## config.mk

```make
export PLATFORM = sky130hd
export DESIGN_NAME = lgm_cfg_regs
export DESIGN_NICKNAME = d
export VERILOG_FILES = /design/src/rtl/lgm_pkg.sv /design/src/rtl/lgm_cfg_regs.sv
export SDC_FILE = /design/constraint.sdc
export NUM_CORES = 1
export LEC_CHECK = 0
export BUFFER_PORTS_ARGS = -buffer_cell sky130_fd_sc_hd__clkbuf_2
export CAP_MARGIN = 10
export CORE_MARGIN = 2
export CORE_UTILIZATION = 50
export DETAILED_ROUTE_END_ITERATION = 10
export PLACE_DENSITY = 0.78
export SLEW_MARGIN = 20
export SYNTH_ARGS = -nofsm -noshare
export SYNTH_HDL_FRONTEND = slang
export SYNTH_SLANG_ARGS = --single-unit
```

## constraint.sdc

```tcl
create_clock -name clk -period 1.03 [get_ports clk]
set_input_delay 0.103 -clock clk [delete_from_list [all_inputs] [get_ports clk]]
set_output_delay 0.103 -clock clk [all_outputs]
set_load 0.1 [all_outputs]
```

## src/rtl/lgm_pkg.sv

```systemverilog
package lgm_pkg;

    // Field and register widths
    localparam int BW        = 16;   // loop bound width
    localparam int LW        = 7;    // lane count register width
    localparam int MAX_LANES = 64;
    localparam int GW        = 48;   // group index / count width
    localparam int LNW       = 6;    // lane index width
    localparam int FW        = 54;   // flat iteration width
    localparam int C0W       = 17;   // inner coordinate width
    localparam int IDXW      = 3;    // register index width

    // Divider chain geometry
    localparam int XW   = FW;        // dividend / quotient register width
    localparam int NA   = BW;        // steps of the chunk-count divider
    localparam int NB   = XW;        // steps of the first main divider row
    localparam int NC   = XW;        // steps of the second main divider row
    localparam int NSTG = 4 + NA + 1 + NB + 1 + NC;

    typedef enum logic [IDXW-1:0] {
        CFG_INNER   = 3'd0,
        CFG_MIDDLE  = 3'd1,
        CFG_OUTER   = 3'd2,
        CFG_LANES   = 3'd3,
        CFG_FLATTEN = 3'd4
    } cfg_idx_t;

    // Effective configuration (zero bounds and lanes already lifted to one)
    typedef struct packed {
        logic [BW-1:0] b0;
        logic [BW-1:0] b1;
        logic [BW-1:0] b2;
        logic [LW-1:0] lanes;
        logic          flatten;
    } cfg_t;

    // One restoring-division lane as it moves between cells
    typedef struct packed {
        logic [XW-1:0] x;
        logic [BW-1:0] rem;
        logic [BW-1:0] dvs;
    } lgm_div_t;

endpackage

```

## src/rtl/lgm_cfg_regs.sv

```systemverilog
module lgm_cfg_regs (
    input  logic                     clk,
    input  logic                     rst_n,
    input  logic                     we,
    input  logic [lgm_pkg::IDXW-1:0] index,
    input  logic [lgm_pkg::BW-1:0]   data,
    output lgm_pkg::cfg_t            cfg
);
    import lgm_pkg::*;

    logic [BW-1:0] inner_reg, inner_next;
    logic [BW-1:0] middle_reg, middle_next;
    logic [BW-1:0] outer_reg, outer_next;
    logic [LW-1:0] lanes_reg, lanes_next;
    logic          flatten_reg, flatten_next;

    // Decode the write
    always_comb
    begin
        inner_next   = inner_reg;
        middle_next  = middle_reg;
        outer_next   = outer_reg;
        lanes_next   = lanes_reg;
        flatten_next = flatten_reg;
        if (we)
        begin
            unique case (index)
                CFG_INNER:   inner_next   = data;
                CFG_MIDDLE:  middle_next  = data;
                CFG_OUTER:   outer_next   = data;
                CFG_LANES:   lanes_next   = data[LW-1:0];
                CFG_FLATTEN: flatten_next = data[0];
                default:     ;
            endcase
        end
    end

    always_ff @(posedge clk or negedge rst_n)
    begin
        if (!rst_n)
        begin
            inner_reg   <= BW'(1);
            middle_reg  <= BW'(1);
            outer_reg   <= BW'(1);
            lanes_reg   <= LW'(1);
            flatten_reg <= 1'b0;
        end
        else
        begin
            inner_reg   <= inner_next;
            middle_reg  <= middle_next;
            outer_reg   <= outer_next;
            lanes_reg   <= lanes_next;
            flatten_reg <= flatten_next;
        end
    end

    // Lift zero to one, saturate the lane count
    always_comb
    begin
        cfg.b0      = (inner_reg == '0)  ? BW'(1) : inner_reg;
        cfg.b1      = (middle_reg == '0) ? BW'(1) : middle_reg;
        cfg.b2      = (outer_reg == '0)  ? BW'(1) : outer_reg;
        cfg.flatten = flatten_reg;
        if (lanes_reg == '0)
            cfg.lanes = LW'(1);
        else if (lanes_reg > LW'(MAX_LANES))
            cfg.lanes = LW'(MAX_LANES);
        else
            cfg.lanes = lanes_reg;
    end

endmodule

```

==> results of run 1 <==
## cell families after synthesis
kind of cell | count (synthesis) | share of synthesized area (%)
buffers and inverters | 52 | 9.50
and+or+nand+nor | 26 | 7.29
DFF | 56 | 56.5
AOI/OAI and AO/OA | 4 | 1.41
muxes | 56 | 25.3
## per-stage QoR
stage | instances | cell area [µm²] | setup WS, ns | TNS [ns] | utilization [%]
floorplan | 194 | 2750 | -0.203 | -3.93 | -
global placement | 348 | 4290 | -0.458 | -8.74 | 90.2
detailed placement | 348 | 4290 | -0.433 | -10.63 | 90.2
==> impl_metrics.csv, run 1 <==
group,metric,value,unit
placed_design,place.gp.congestion,0.814,
floorplan,rows,25,
clocking,cts-resized-gates,58,
run_status,tool.error,"[ERROR DPL-0033] detailed placement checks failed during check placement.",
logic_synthesis,ys_top_cells_by_area,"dfrtp_1 52%, mux2_2 25%, clkbuf_1 6.9%, dfstp_2 4.2%, buf_6 2.3%",
clocking,cts_buffer_depth,2,
floorplan,die_h,74.6,µm
logic_synthesis,ys_async_sr_fraction,100,%
floorplan,boundaryPins,78,
clocking,cts_setup_buffers,24,
floorplan,die_w,74.6,µm
logic_synthesis,yosysUniqueCellTypes,16,
logic_synthesis,yosysSeqAreaShare,56.5,%
logic_synthesis,synth_cells,194,
clocking,htree_num_levels,2,
logic_synthesis,yosysTopAreaCellShare,52.3,%
floorplan,start_util,52.4,%
run_status,outcome,"stopped before the end",
logic_synthesis,synth_edf_count,0,
placed_design,hpwl,5940,µm
logic_synthesis,syn_area,2490,µm²
logic_synthesis,synth_common_cells,"56 x mux2_2, 52 x dfrtp_1, 46 x clkbuf_1",
run_status,lastStage,"clock tree synthesis",
clocking,cts_buffers,5,
logic_synthesis,syn-num-nets,216,
clocking,root_buffer,"clkbuf_8",
logic_synthesis,synth-seq-cells,56,
logic_synthesis,yosys.area.top_type,"dfrtp_1",
clocking,cts_sinks,56,
logic_synthesis,ys_warn_count,0,
logic_synthesis,yosysMostFrequentCell,"mux2_2",
logic_synthesis,synth.avg_cell_area,12.8,µm²
logic_synthesis,synth_ff_type,"dfrtp_1",
placed_design,io_buffers,77,
clocking,hold_buffers,1,
==> run 2: changes to the inputs <==
- CORE_UTILIZATION: 50 -> 40
- PLACE_DENSITY: 0.78 -> default
- PLACE_DENSITY_LB_ADDON: default -> 0.15
==> run 2 against run 1 <==
The flow now finishes, with violations (setup timing); area after synthesis did not move; synthesized cell count did not move.
==> impl_metrics.csv, run 2 <==
group,metric,value,unit
floorplan,core-area,5960,µm²
hold_path,min_path_type,"in -> reg",
placed_design,placed_cell_area,4300,µm²
sta,relSlewSlack,74.8,%
sta,setup_viol,57,
sta,fin_crit_sh,165,%
setup_path,r2r-end,"inner_reg[4]",
global_route,track_usage,21.0,%
logic_synthesis,synth_common_cells,"56 x mux2_2, 52 x dfrtp_1, 46 x clkbuf_1",
placed_design,hpwl,4920,µm
logic_synthesis,synth_ff_type,"dfrtp_1",
layout,stdcell_area,4760,µm²
setup_path,cp-start-kind,"register",
logic_synthesis,syn_area,2490,µm²
drt,drtIter0Drc,76,
logic_synthesis,yosysSeqAreaShare,56.5,%
logic_synthesis,synth-seq-cells,56,
power_and_ir_drop,p_per_area,2710,nW/µm²
global_route,grt_pass1_wl,11300,µm
global_route,grt_max_degree,25,
setup_path,crit_cells,4,
sta,period_minus_slack,1.70,ns
logic_synthesis,syn-num-nets,216,
hold_path,hp-start,"data[15]",
layout,final_common_cell,"buf_12",
setup_path,slowest_stage,"dfrtp_1",
clocking,cts_sinks,56,
global_route,gr-total-overflow,0,
layout,antenna_cells,0,
setup_path,reg2reg_slack,-0.03,ns
placed_design,place.gp.congestion,0.749,
sta,slew_viol_final,0,
run,drv_cap,0,
drt,firstDrtPassIters,4,
clocking,htree_num_levels,2,
logic_synthesis,synth_cells,194,
placed_design,dp.cells,356,
hold_path,min_to,"outer_reg[15]",
run_status,violations,"setup timing",
sta,setup_slack,-0.670,ns
setup_path,worstReg2RegStart,"inner_reg[4]",
logic_synthesis,synth.avg_cell_area,12.8,µm²
clocking,cts_buffer_depth,2,
layout,fin_cells,374,
logic_synthesis,ys_async_sr_fraction,100,%
logic_synthesis,ys_warn_count,0,
sta,skew,0,ns
logic_synthesis,synth_edf_count,0,
placed_design,place_ws,-0.365,ns
hold_path,hold_depth,2,
setup_path,worstRegToRegCells,3,
floorplan,start_util,41.8,%
global_route,grt_pass1_vias,2122,
drt,wl_per_cell,18.6,µm
floorplan,fp.dieArea,6870,µm²
power_and_ir_drop,leakage,2.16,nW
placed_design,io_buffers,77,
drt,drc,0,
layout,most-common-layout-cells,"61 x buf_12, 53 x buf_6, 49 x dfrtp_1, 31 x mux2_4, 25 x mux2_2",
clocking,clock_latency,0.31,ns
logic_synthesis,yosys.area.top_type,"dfrtp_1",
floorplan,rows,28,
setup_path,critical_path_buf_inv_count,2,
clocking,cts_tree,"built",
sta,hold_viol_final,0,
layout,drive_gt1_share,80.3,%
setup_path,worstSetupEndpointType,"primary output",
sta,worst_pin_slew,0.377,ns
setup_path,path_class,"reg -> out",
logic_synthesis,yosysUniqueCellTypes,16,
setup_path,cp_cell_sequence,"nor4_4, buf_4, a41o_4, buf_12",
floorplan,boundaryPins,78,
global_route,grt_antenna_before_repair,0,
power_and_ir_drop,ir_worst_vdd,1620,µV
setup_path,arrival,1.60,ns
drt,dr_total_vias,1852,
drt,postRouteAntennaNets,0,
clocking,cts_buffers,5,
logic_synthesis,yosysMostFrequentCell,"mux2_2",
floorplan,die_h,82.9,µm
drt,wl,6960,µm
layout,area_growth,91.1,%
logic_synthesis,yosysTopAreaCellShare,52.3,%
setup_path,critical-path-top-delay-family,"flip-flops",
setup_path,cp_slowest_stage_delay,0.42,ns
sta,rsz0062_at_grt,"true",
run_status,outcome,"complete, but fails checks",
clocking,path_clk_slew,0.10,ns
sta,maxClockFrequency,588,MHz
floorplan,die_w,82.9,µm
sta,holdWs,0.0492,ns
layout,final_nets,320,
setup_path,crit_required,0.93,ns
drt,viasPerCell,4.95,
clocking,root_buffer,"clkbuf_8",
setup_path,worstPathMaxFanout,2,
logic_synthesis,ys_top_cells_by_area,"dfrtp_1 52%, mux2_2 25%, clkbuf_1 6.9%, dfstp_2 4.2%, buf_6 2.3%",
-- run 2: metrics by stage --
| step | setup TNS [ns] | power (W) | utilization (%) |
|---|---|---|---|
| finish | -8.46 | 0.0129 | 79.9 |
| CTS | -8.20 | 0.0127 | 78.0 |
| global placement | -9.46 | 0.0110 | 72.2 |
| detailed placement | -10.57 | 0.0111 | 72.2 |
| global route | -10.65 | 0.0133 | 79.9 |
| floorplan | -3.93 | 0.00797 | - |
-- run 2: how the worst max path moves through the flow --
stage | start | endpoint | slack [ns]
2_1_floorplan | lanes_reg[1] | cfg[1] | -0.20
3_3_place_gp | inner_reg[1] | cfg[40] | -0.39
3_5_place_dp | inner_reg[8] | cfg[40] | -0.37
4_1_cts | inner_reg[4] | cfg[40] | -0.65
5_1_grt | middle_reg[4] | cfg[24] | -0.75
6_report | inner_reg[4] | cfg[40] | -0.67
-- run 2: where the power goes --
part	internal, W	total (W)	switching (W)	leakage (nW)
logic	0.00359	0.00841	0.00482	1.45
registers	0.00272	0.00325	0.000534	0.663
clock network	0.000548	0.00125	0.000698	0.0445
total	0.00686	0.0129	0.00605	2.16
-- run 2: area by class of cell --
| type | instances | area, µm² |
|---|---|---|
| clock buffer | 7 | 86.3 |
| clock inverter | 1 | 7.51 |
| fill | 339 | 1200 |
| multi-input combinational | 86 | 1130 |
| sequential | 56 | 1410 |
| tap | 75 | 93.8 |
| timing repair buffer | 149 | 2030 |
-- run 2: what timing repair did --
action	CTS	global route
setup endpoints to repair	55	58
hold buffers	1	0
resized for setup	55	25
buffers inserted	14	19
pin swaps	4	2
hold endpoints to repair	10	0
-- run 2: logic make-up (layout without fill, tap and decap cells) --
logic type | Yosys count | count (layout) | share of synthesized area, %
compound gates | 4 | 4 | 1.41
buf+inv | 52 | 157 | 9.50
flops | 56 | 56 | 56.5
mux | 56 | 56 | 25.3
simple gates | 26 | 26 | 7.29
-- run 2: layer usage --
layer,share of wire [%],up-vias,track usage (%)
met2,53,57,37.5
li1,-,841,-
met5,0,-,0
met4,2.2,0,6.11
met3,3.9,16,3.98
met1,41,938,25.8
-- run 2: worst register-to-register path: stages, from the launching register on --
cell and delay, ns:
dfrtp_1 0.42, buf_4 0.15, buf_6 0.11, mux2_2 0.26
No activity file was read; power rests on OpenSTA's default activity.
