## config.mk

```make
export PLATFORM = sky130hd
export DESIGN_NAME = lgm_div_cell
export DESIGN_NICKNAME = d
export VERILOG_FILES = /design/src/rtl/lgm_pkg.sv /design/src/rtl/lgm_div_cell.sv
export SDC_FILE = /design/constraint.sdc
export NUM_CORES = 1
export LEC_CHECK = 0
export BUFFER_PORTS_ARGS = -buffer_cell sky130_fd_sc_hd__buf_2
export CAP_MARGIN = 5
export CORE_MARGIN = 3
export CORE_UTILIZATION = 50
export CTS_CLUSTER_SIZE = 10
export DETAILED_ROUTE_END_ITERATION = 10
export GPL_ROUTABILITY_DRIVEN = 0
export PLACE_DENSITY_LB_ADDON = 0.1
export SLEW_MARGIN = 20
export SYNTH_ARGS = -nofsm -noshare
export SYNTH_HDL_FRONTEND = slang
export SYNTH_SLANG_ARGS = --single-unit
```

## constraint.sdc

```tcl
create_clock -name clk -period 5.26 [get_ports clk]
set_clock_uncertainty 0.05 [all_clocks]
set_input_delay 0 -clock clk [delete_from_list [all_inputs] [get_ports clk]]
set_output_delay 0 -clock clk [all_outputs]
set_load 0.01 [all_outputs]
```

## src/rtl/lgm_pkg.sv

```systemverilog
package lgm_pkg;

    // Field and register widths
    localparam int BW        = 16;   // loop bound width
    localparam int LW        = 7;    // lane count register width
    localparam int MAX_LANES = 64;
    localparam int GW        = 48;   // group index / count width
    localparam int LNW       = 6;    // lane index width
    localparam int FW        = 54;   // flat iteration width
    localparam int C0W       = 17;   // inner coordinate width
    localparam int IDXW      = 3;    // register index width

    // Divider chain geometry
    localparam int XW   = FW;        // dividend / quotient register width
    localparam int NA   = BW;        // steps of the chunk-count divider
    localparam int NB   = XW;        // steps of the first main divider row
    localparam int NC   = XW;        // steps of the second main divider row
    localparam int NSTG = 4 + NA + 1 + NB + 1 + NC;

    typedef enum logic [IDXW-1:0] {
        CFG_INNER   = 3'd0,
        CFG_MIDDLE  = 3'd1,
        CFG_OUTER   = 3'd2,
        CFG_LANES   = 3'd3,
        CFG_FLATTEN = 3'd4
    } cfg_idx_t;

    // Effective configuration (zero bounds and lanes already lifted to one)
    typedef struct packed {
        logic [BW-1:0] b0;
        logic [BW-1:0] b1;
        logic [BW-1:0] b2;
        logic [LW-1:0] lanes;
        logic          flatten;
    } cfg_t;

    // One restoring-division lane as it moves between cells
    typedef struct packed {
        logic [XW-1:0] x;
        logic [BW-1:0] rem;
        logic [BW-1:0] dvs;
    } lgm_div_t;

endpackage

```

## src/rtl/lgm_div_cell.sv

```systemverilog
module lgm_div_cell (
    input  logic              clk,
    input  logic              en,
    input  lgm_pkg::lgm_div_t din,
    output lgm_pkg::lgm_div_t dout
);
    import lgm_pkg::*;

    logic [BW:0]  trial;
    logic         ge;
    logic [BW:0]  diff;
    lgm_div_t     step;

    // One restoring step: pull the top dividend bit into the remainder
    always_comb
    begin
        trial     = {din.rem, din.x[XW-1]};
        ge        = (trial >= {1'b0, din.dvs});
        diff      = trial - {1'b0, din.dvs};
        step.rem  = ge ? diff[BW-1:0] : trial[BW-1:0];
        step.x    = {din.x[XW-2:0], ge};
        step.dvs  = din.dvs;
    end

    // Hand on to the next cell
    always_ff @(posedge clk)
    begin
        if (en)
            dout <= step;
    end

endmodule

```

# --- Word-level counts from Yosys, hierarchy flattened ---
# Index checks and enable logic that the tools add are counted.
totals:
  out_inout_bits: 86
  reg_bits: 86
  input_bits: 88
op_classes:
  mux: 1
  order_cmp: 1
  add_sub_neg: 1
op_table:
  columns: ["op", "count"]
  rows:
  - ["$ge 17x16->1", 1]
  - ["$mux 16", 1]
  - ["$sub 16x16->16", 1]

# --- Longest topological paths before layout ---
# Gate-level depths: netlist of the first run.
logic_depth:
  ltp_word: 2
  mapped_depth: 10

# --- Worst setup path after synthesis of the first run ---
# OpenSTA, ideal clock, no wires.
synth_timing:
  path_kind: "input port to flip-flop"
  from: "input port din[4] (netlist name)"
  to: "register dout[24] (netlist name) (data pin)"
  required_ns: 4.950
  stages: 9
  t_arrival_ns: 1.904
  path_slack_ns: 3.045
  path_buffers: 1
  path_cell_list: "inv_1 ha_1 a211oi_1 o211ai_1 o21ai_2 o211ai_2 a31oi_4 buf_6 mux2_4"
synth_lines:
  columns: ["item", "line_no", "source"]
  rows:
  - ["from (decl)", "lgm_div_cell.sv:4", "input lgm_pkg::lgm_div_t din,"]
  - ["to (signal assigned)", "lgm_div_cell.sv:29", "dout <= step;"]
  - ["to (decl)", "lgm_div_cell.sv:5", "output lgm_pkg::lgm_div_t dout"]

==> results.sh, run 1 <==
export IMPL_arrival_ns=3.01
export IMPL_ys_top_cells_by_count="edfxtp_1 (86), inv_1 (22), ha_1 (16)"
export IMPL_finalSetupTns_ns=0
export IMPL_rsz0062_at_grt="no"
export IMPL_largest_register_ffs=86
export IMPL_io_pins=174
export IMPL_regMostFlops="dout"
export IMPL_synth_edff_count=86
export IMPL_critPathKind="in -> reg"
export IMPL_place_ws_ns=2.55
export IMPL_post_route_min_period_ns=2.94
export IMPL_htreeDepth=3
export IMPL_synth_area_per_cell_um2=15.5
export IMPL_hold_path_class="in -> reg"
export IMPL_grt_usage=0.243
export IMPL_via_per_inst=5.01
export IMPL_dp_hpwl_um=6350
export IMPL_postPlaceCellArea_um2=4680
export IMPL_hold_viol=0
export IMPL_maxSlewViolCount=0
export IMPL_max_freq_ghz=0.340
export IMPL_start_util=0.531
export IMPL_synth_seq_area_share=0.693
export IMPL_cp_required_ns=5.32
export IMPL_run_status="completed"
export IMPL_cp_max_fo=17
export IMPL_die_height_um=92.3
export IMPL_drive_above_1_share=0.404
export IMPL_yosys_top_cells_area="edfxtp_1 (69%), ha_1 (5.4%), mux2_4 (2.4%), inv_1 (2.2%), mux2_2 (2.1%)"
export IMPL_ant_nets=0
export IMPL_clk_pin_slew_ns=0.09
export IMPL_peakVddDrop_uv=153
export IMPL_leakage_nw=2.51
export IMPL_die_area_um2=8530
export IMPL_crit_path_end_kind="register"
export IMPL_finalWorstSetupSlack_ns=2.32
export IMPL_final_min_period_over_clock_period=0.559
export IMPL_worst_pin_slew_ns=1.07
export IMPL_synth_top_area_frac=0.693
export IMPL_routed_wl_um=10200
export IMPL_cts_buffers=9
export IMPL_synth_top_cell_by_area="edfxtp_1"
export IMPL_drv_cap=0
export IMPL_drt_iter0_markers=146
export IMPL_firstDrtPassIters=4
export IMPL_cts_tree="built"
export IMPL_core_area_um2=7020
export IMPL_synth_cells=241
export IMPL_yosys_cell_count_top_type="edfxtp_1"
export IMPL_vias=3034
export IMPL_netlist_cell_type_count=39
export IMPL_whs_ns=0.0473
export IMPL_synthArstFlopShare=0
export IMPL_io_buffers=173
export IMPL_final_area_um2=5700
export IMPL_clockRootBuffer="clkbuf_8"
export IMPL_synth_seq_cells=86
export IMPL_grt_first_pass_wirelength_um=15900
export IMPL_pwr_density_cell_nw_per_um2=283
export IMPL_die_x_um=92.3
export IMPL_antenna_found_initial=0
export IMPL_reg_top3="dout x86"
export IMPL_rows=30
export IMPL_grt_max_degree=87
export IMPL_setup_violations=0
export IMPL_start_kind="primary input"
export IMPL_syn_area_um2=3730
export IMPL_grt_ovfl_total=0
export IMPL_cts_buffer_depth=2
export IMPL_slew_headroom=0.289
export IMPL_synthesis_nets=346
export IMPL_syn_to_final_growth_pct=52.9
export IMPL_first_global_vias=3089
export IMPL_ys_flop_type="edfxtp_1"
export IMPL_power_mw=1.62
export IMPL_cts_sinks=86
export IMPL_wl_per_cell_um=16.8
export IMPL_synth_warnings=0
export IMPL_diodes=0
export IMPL_drc=0
export IMPL_finalNetCount=610
## placed cells by master, fill, tap and decap left out, types with 7 or more instances in the layout
master / count
buf_2: 172
edfxtp_1: 86
dlygate4sd3_1: 84
inv_1: 22
ha_1: 16
a21oi_1: 14
o21ai_0: 12
nor2_1: 12
clkbuf_8: 9
nand2_1: 8
a21o_1: 7
mux2_2: 7
## report_power, final
part / leakage [nW] / switching, mW / total [mW] / internal [mW]
clock network: 0.0793 / 0.247 / 0.421 / 0.174
logic: 1.59 / 0.172 / 0.347 / 0.176
registers: 0.842 / 0.0167 / 0.847 / 0.830
total: 2.51 / 0.435 / 1.62 / 1.18
## kinds of logic (layout without fill, tap and decap cells)
| kind of cell | count (synthesis) | in the layout | share of synthesized area |
|---|---|---|---|
| compound gates | 55 | 55 | 0.101 |
| xor+xnor | 9 | 9 | 0.0211 |
| mux | 15 | 15 | 0.0507 |
| fa+ha+maj | 17 | 17 | 0.0591 |
| simple gates | 33 | 33 | 0.0443 |
| buf+inv | 26 | 295 | 0.0305 |
| flops | 86 | 86 | 0.693 |
## per-layer routing
layer	routed length, um	up-vias	GRT usage
met2	5220	152	0.425
met4	232	0	0.101
met1	3900	1423	0.284
met3	824	18	0.0601
met5	0	-	0
li1	-	1441	-
## critical path, cell delays in order
cell and delay (ns):
dlygate4sd3_1 0.56, buf_2 0.13, inv_1 0.04, ha_1 0.35
a21oi_1 0.30, o211ai_1 0.18, o21ai_2 0.22, o211ai_2 0.14
a31oi_4 0.67, mux2_2 0.41
## final timing paths
kind	startpoint	end	slack, ns	cells past startpoint
setup / recovery	din[8]	dout[21]$_DFFE_PP_	2.32	10
hold / removal	din[27]	dout[28]$_DFFE_PP_	0.05	3
## area by class of cell
cell class,count,area (um2)
sequential,86,2580
timing repair buffer,257,1710
fill,397,1320
multi-input combinational,129,1030
clock buffer,10,128
tap,96,120
inverter,22,82.6
clock inverter,6,45.0
## stage by stage
| step | utilization | std cells |
|---|---|---|
| after floorplan | - | 241 |
| after global placement | 0.667 | 506 |
| after detailed placement | 0.667 | 506 |
| after CTS | 0.812 | 606 |
| after global routing | 0.812 | 606 |
| final | 0.812 | 606 |
## what timing repair did
action | in CTS | in global routing
gates resized for setup | 0 | 0
setup buffers | 0 | 0
endpoints found under the hold margin | 84 | 0
hold buffers | 84 | 0
Note: power is estimated with default switching activity, not from simulation.
==> run 2: changes to the inputs <==
Settings changed: ABC_AREA set to 1, CORE_UTILIZATION 50 to 47.
Clock period 5.26 ns to 3.1 ns, I/O delays scaled along.
==> results.sh, run 2 <==
export IMPL_finalNetCount=725
export IMPL_place_ws_ns=0.860
export IMPL_rows=32
export IMPL_fillCellCount=549
export IMPL_core_area_um2=7890
export IMPL_synth_seq_cells=86
export IMPL_drt_iter0_markers=137
export IMPL_ctsResizeCount=0
export IMPL_cts_sinks=86
export IMPL_synth_top_cell_by_area="edfxtp_1"
export IMPL_firstDrtPassIters=4
export IMPL_reg_top3="dout x86"
export IMPL_cp_required_ns=3.15
export IMPL_final_area_um2=5890
export IMPL_synth_cells=355
export IMPL_mostFrequentLayoutCells="buf_2 (172), nand2_1 (120), edfxtp_1 (86), dlygate4sd3_1 (84), inv_1 (60)"
export IMPL_drive_above_1_share=0.314
export IMPL_cp_max_fo=20
export IMPL_antenna_found_initial=1
export IMPL_timing_critical_path_buf_inv=4
export IMPL_critPathMostFrequentCell="nand2_1"
export IMPL_routed_wl_um=11000
export IMPL_crit_path_max_incr_delay_ns=0.57
export IMPL_final_min_period_over_clock_period=0.790
export IMPL_drv_cap=0
export IMPL_synth_warnings=0
export IMPL_cts_buffers=9
export IMPL_vias=3399
export IMPL_die_x_um=97.1
export IMPL_grt_usage=0.236
export IMPL_start_util=0.495
export IMPL_grt_ovfl_total=0
export IMPL_die_area_um2=9430
export IMPL_yosys_top_cells_area="edfxtp_1 (66%), nand2_1 (12%), inv_1 (5.8%), ha_1 (5.1%), nand3_1 (2.2%)"
export IMPL_io_buffers=173
export IMPL_peakVddDrop_uv=219
export IMPL_die_height_um=97.1
export IMPL_slowest_stage="dlygate4sd3_1"
export IMPL_critPathKind="in -> reg"
export IMPL_htreeDepth=3
export IMPL_synth_seq_area_share=0.662
export IMPL_grt_first_pass_wirelength_um=17700
export IMPL_finalWorstSetupSlack_ns=0.650
export IMPL_worst_pin_slew_ns=1.10
export IMPL_multiInputGateArea_um2=1050
export IMPL_run_status="completed"
export IMPL_via_per_inst=4.67
export IMPL_synth_area_per_cell_um2=11.0
export IMPL_ant_nets=0
export IMPL_hold_viol=0
export IMPL_clockRootBuffer="clkbuf_8"
export IMPL_post_route_min_period_ns=2.45
export IMPL_arrival_ns=2.50
export IMPL_cts_tree="built"
export IMPL_setup_violations=0
export IMPL_ys_flop_type="edfxtp_1"
export IMPL_cts_setup_buffers=0
export IMPL_first_global_vias=3509
export IMPL_postPlaceCellArea_um2=4850
export IMPL_dp_hpwl_um=7200
export IMPL_crit_chain="dlygate4sd3_1, buf_2, inv_1, ha_1, nand2_1, nor2_1, nand2_1, nor2_1, nor2_1, nand2_2, inv_1, nand2_1, nand2_1"
export IMPL_slew_headroom=0.268
export IMPL_pwr_density_cell_nw_per_um2=475
export IMPL_hold_path_class="in -> reg"
export IMPL_grt_max_degree=87
export IMPL_cts_buffer_depth=2
export IMPL_netlist_cell_type_count=22
export IMPL_regMostFlops="dout"
export IMPL_yosys_cell_count_top_type="nand2_1"
export IMPL_synthesis_nets=460
export IMPL_synth_top_area_frac=0.662
export IMPL_wl_per_cell_um=15.0
export IMPL_start_kind="primary input"
export IMPL_synth_edff_count=86
export IMPL_io_pins=174
export IMPL_syn_to_final_growth_pct=51.1
export IMPL_maxSlewViolCount=0
export IMPL_critPathTopFamily="buffers and inverters"
export IMPL_rsz0062_at_grt="no"
export IMPL_ys_top_cells_by_count="nand2_1 (120), edfxtp_1 (86), inv_1 (60)"
export IMPL_layout_commonest_cell="buf_2"
export IMPL_crit_path_end_kind="register"
export IMPL_clk_pin_slew_ns=0.09
export IMPL_syn_area_um2=3900
export IMPL_synthArstFlopShare=0
export IMPL_max_freq_ghz=0.408
export IMPL_leakage_nw=2.88
export IMPL_largest_register_ffs=86
export IMPL_finalSetupTns_ns=0
export IMPL_drc=0
export IMPL_seq_area_um2=2580
==> run 2: changes by cell type in the layout (fill, tap and decap cells not counted), moves of 6 or more <==
cell / delta
mux2_4: -6
nand3_1: +14
o21ai_0: -10
a21o_1: -7
inv_1: +38
mux2_2: -7
nand2_1: +112
==> run 2: what timing repair did <==
item | CTS | global route
setup endpoints to repair | 0 | 0
hold endpoints to repair | 84 | 0
hold buffers | 84 | 0
==> run 2: kinds of logic (layout without fill, tap and decap cells) <==
family | Yosys count | count (layout) | share of synthesized area
AOI/OAI and AO/OA | 12 | 12 | 0.0160
adders and majority gates | 17 | 17 | 0.0564
and+or+nand+nor | 171 | 171 | 0.183
buffers and inverters | 63 | 333 | 0.0686
other | 0 | 1 | 0
DFF | 86 | 86 | 0.662
xor gates and xnor gates | 6 | 6 | 0.0135
==> run 2: layout make-up <==
type / count / share of cell area
sequential: 86 / 0.438
antenna: 1 / 0.000425
inverter: 60 / 0.0382
tap: 102 / 0.0217
clock buffer: 9 / 0.0210
timing repair buffer: 257 / 0.290
clock inverter: 7 / 0.0123
multi-input combinational: 206 / 0.178
==> run 2: path summary, 6_finish.rpt <==
check / startpoint / endpoint / slack, ns / depth (start not counted)
max: din[7] / dout[22]$_DFFE_PP_ / 0.65 / 13
min: din[16] / dout[17]$_DFFE_PP_ / 0.02 / 3
==> run 2: metrics by stage <==
step,utilization,std cells,hold slack [ns],power [mW]
floorplan,-,355,0.0489,1.73
global placement,0.615,627,0.127,1.93
detailed placement,0.615,627,0.128,1.95
CTS,0.747,727,0.00430,2.81
global route,0.747,728,0.0685,2.94
finish,0.747,728,0.0185,2.80
==> run 2: where the power goes <==
part | internal (mW) | total (mW) | switching, mW
Combinational | 0.262 | 0.582 | 0.320
Clock | 0.375 | 0.782 | 0.407
Sequential | 1.41 | 1.43 | 0.0286
Total | 2.04 | 2.80 | 0.755
==> run 2: tightest hold or removal path, cell delays in order <==
cell and delay, ns:
buf_2 0.09, inv_1 0.06, o21ai_0 0.16
==> run 2: metal layers <==
layer  track usage  vias to the layer above  routed length (um)
met1         0.274                     1560                4240
met4        0.0497                        0                 142
met2         0.436                      136                5840
met3        0.0610                       15                 729
li1              -                     1688                   -
met5             0                        -                   0
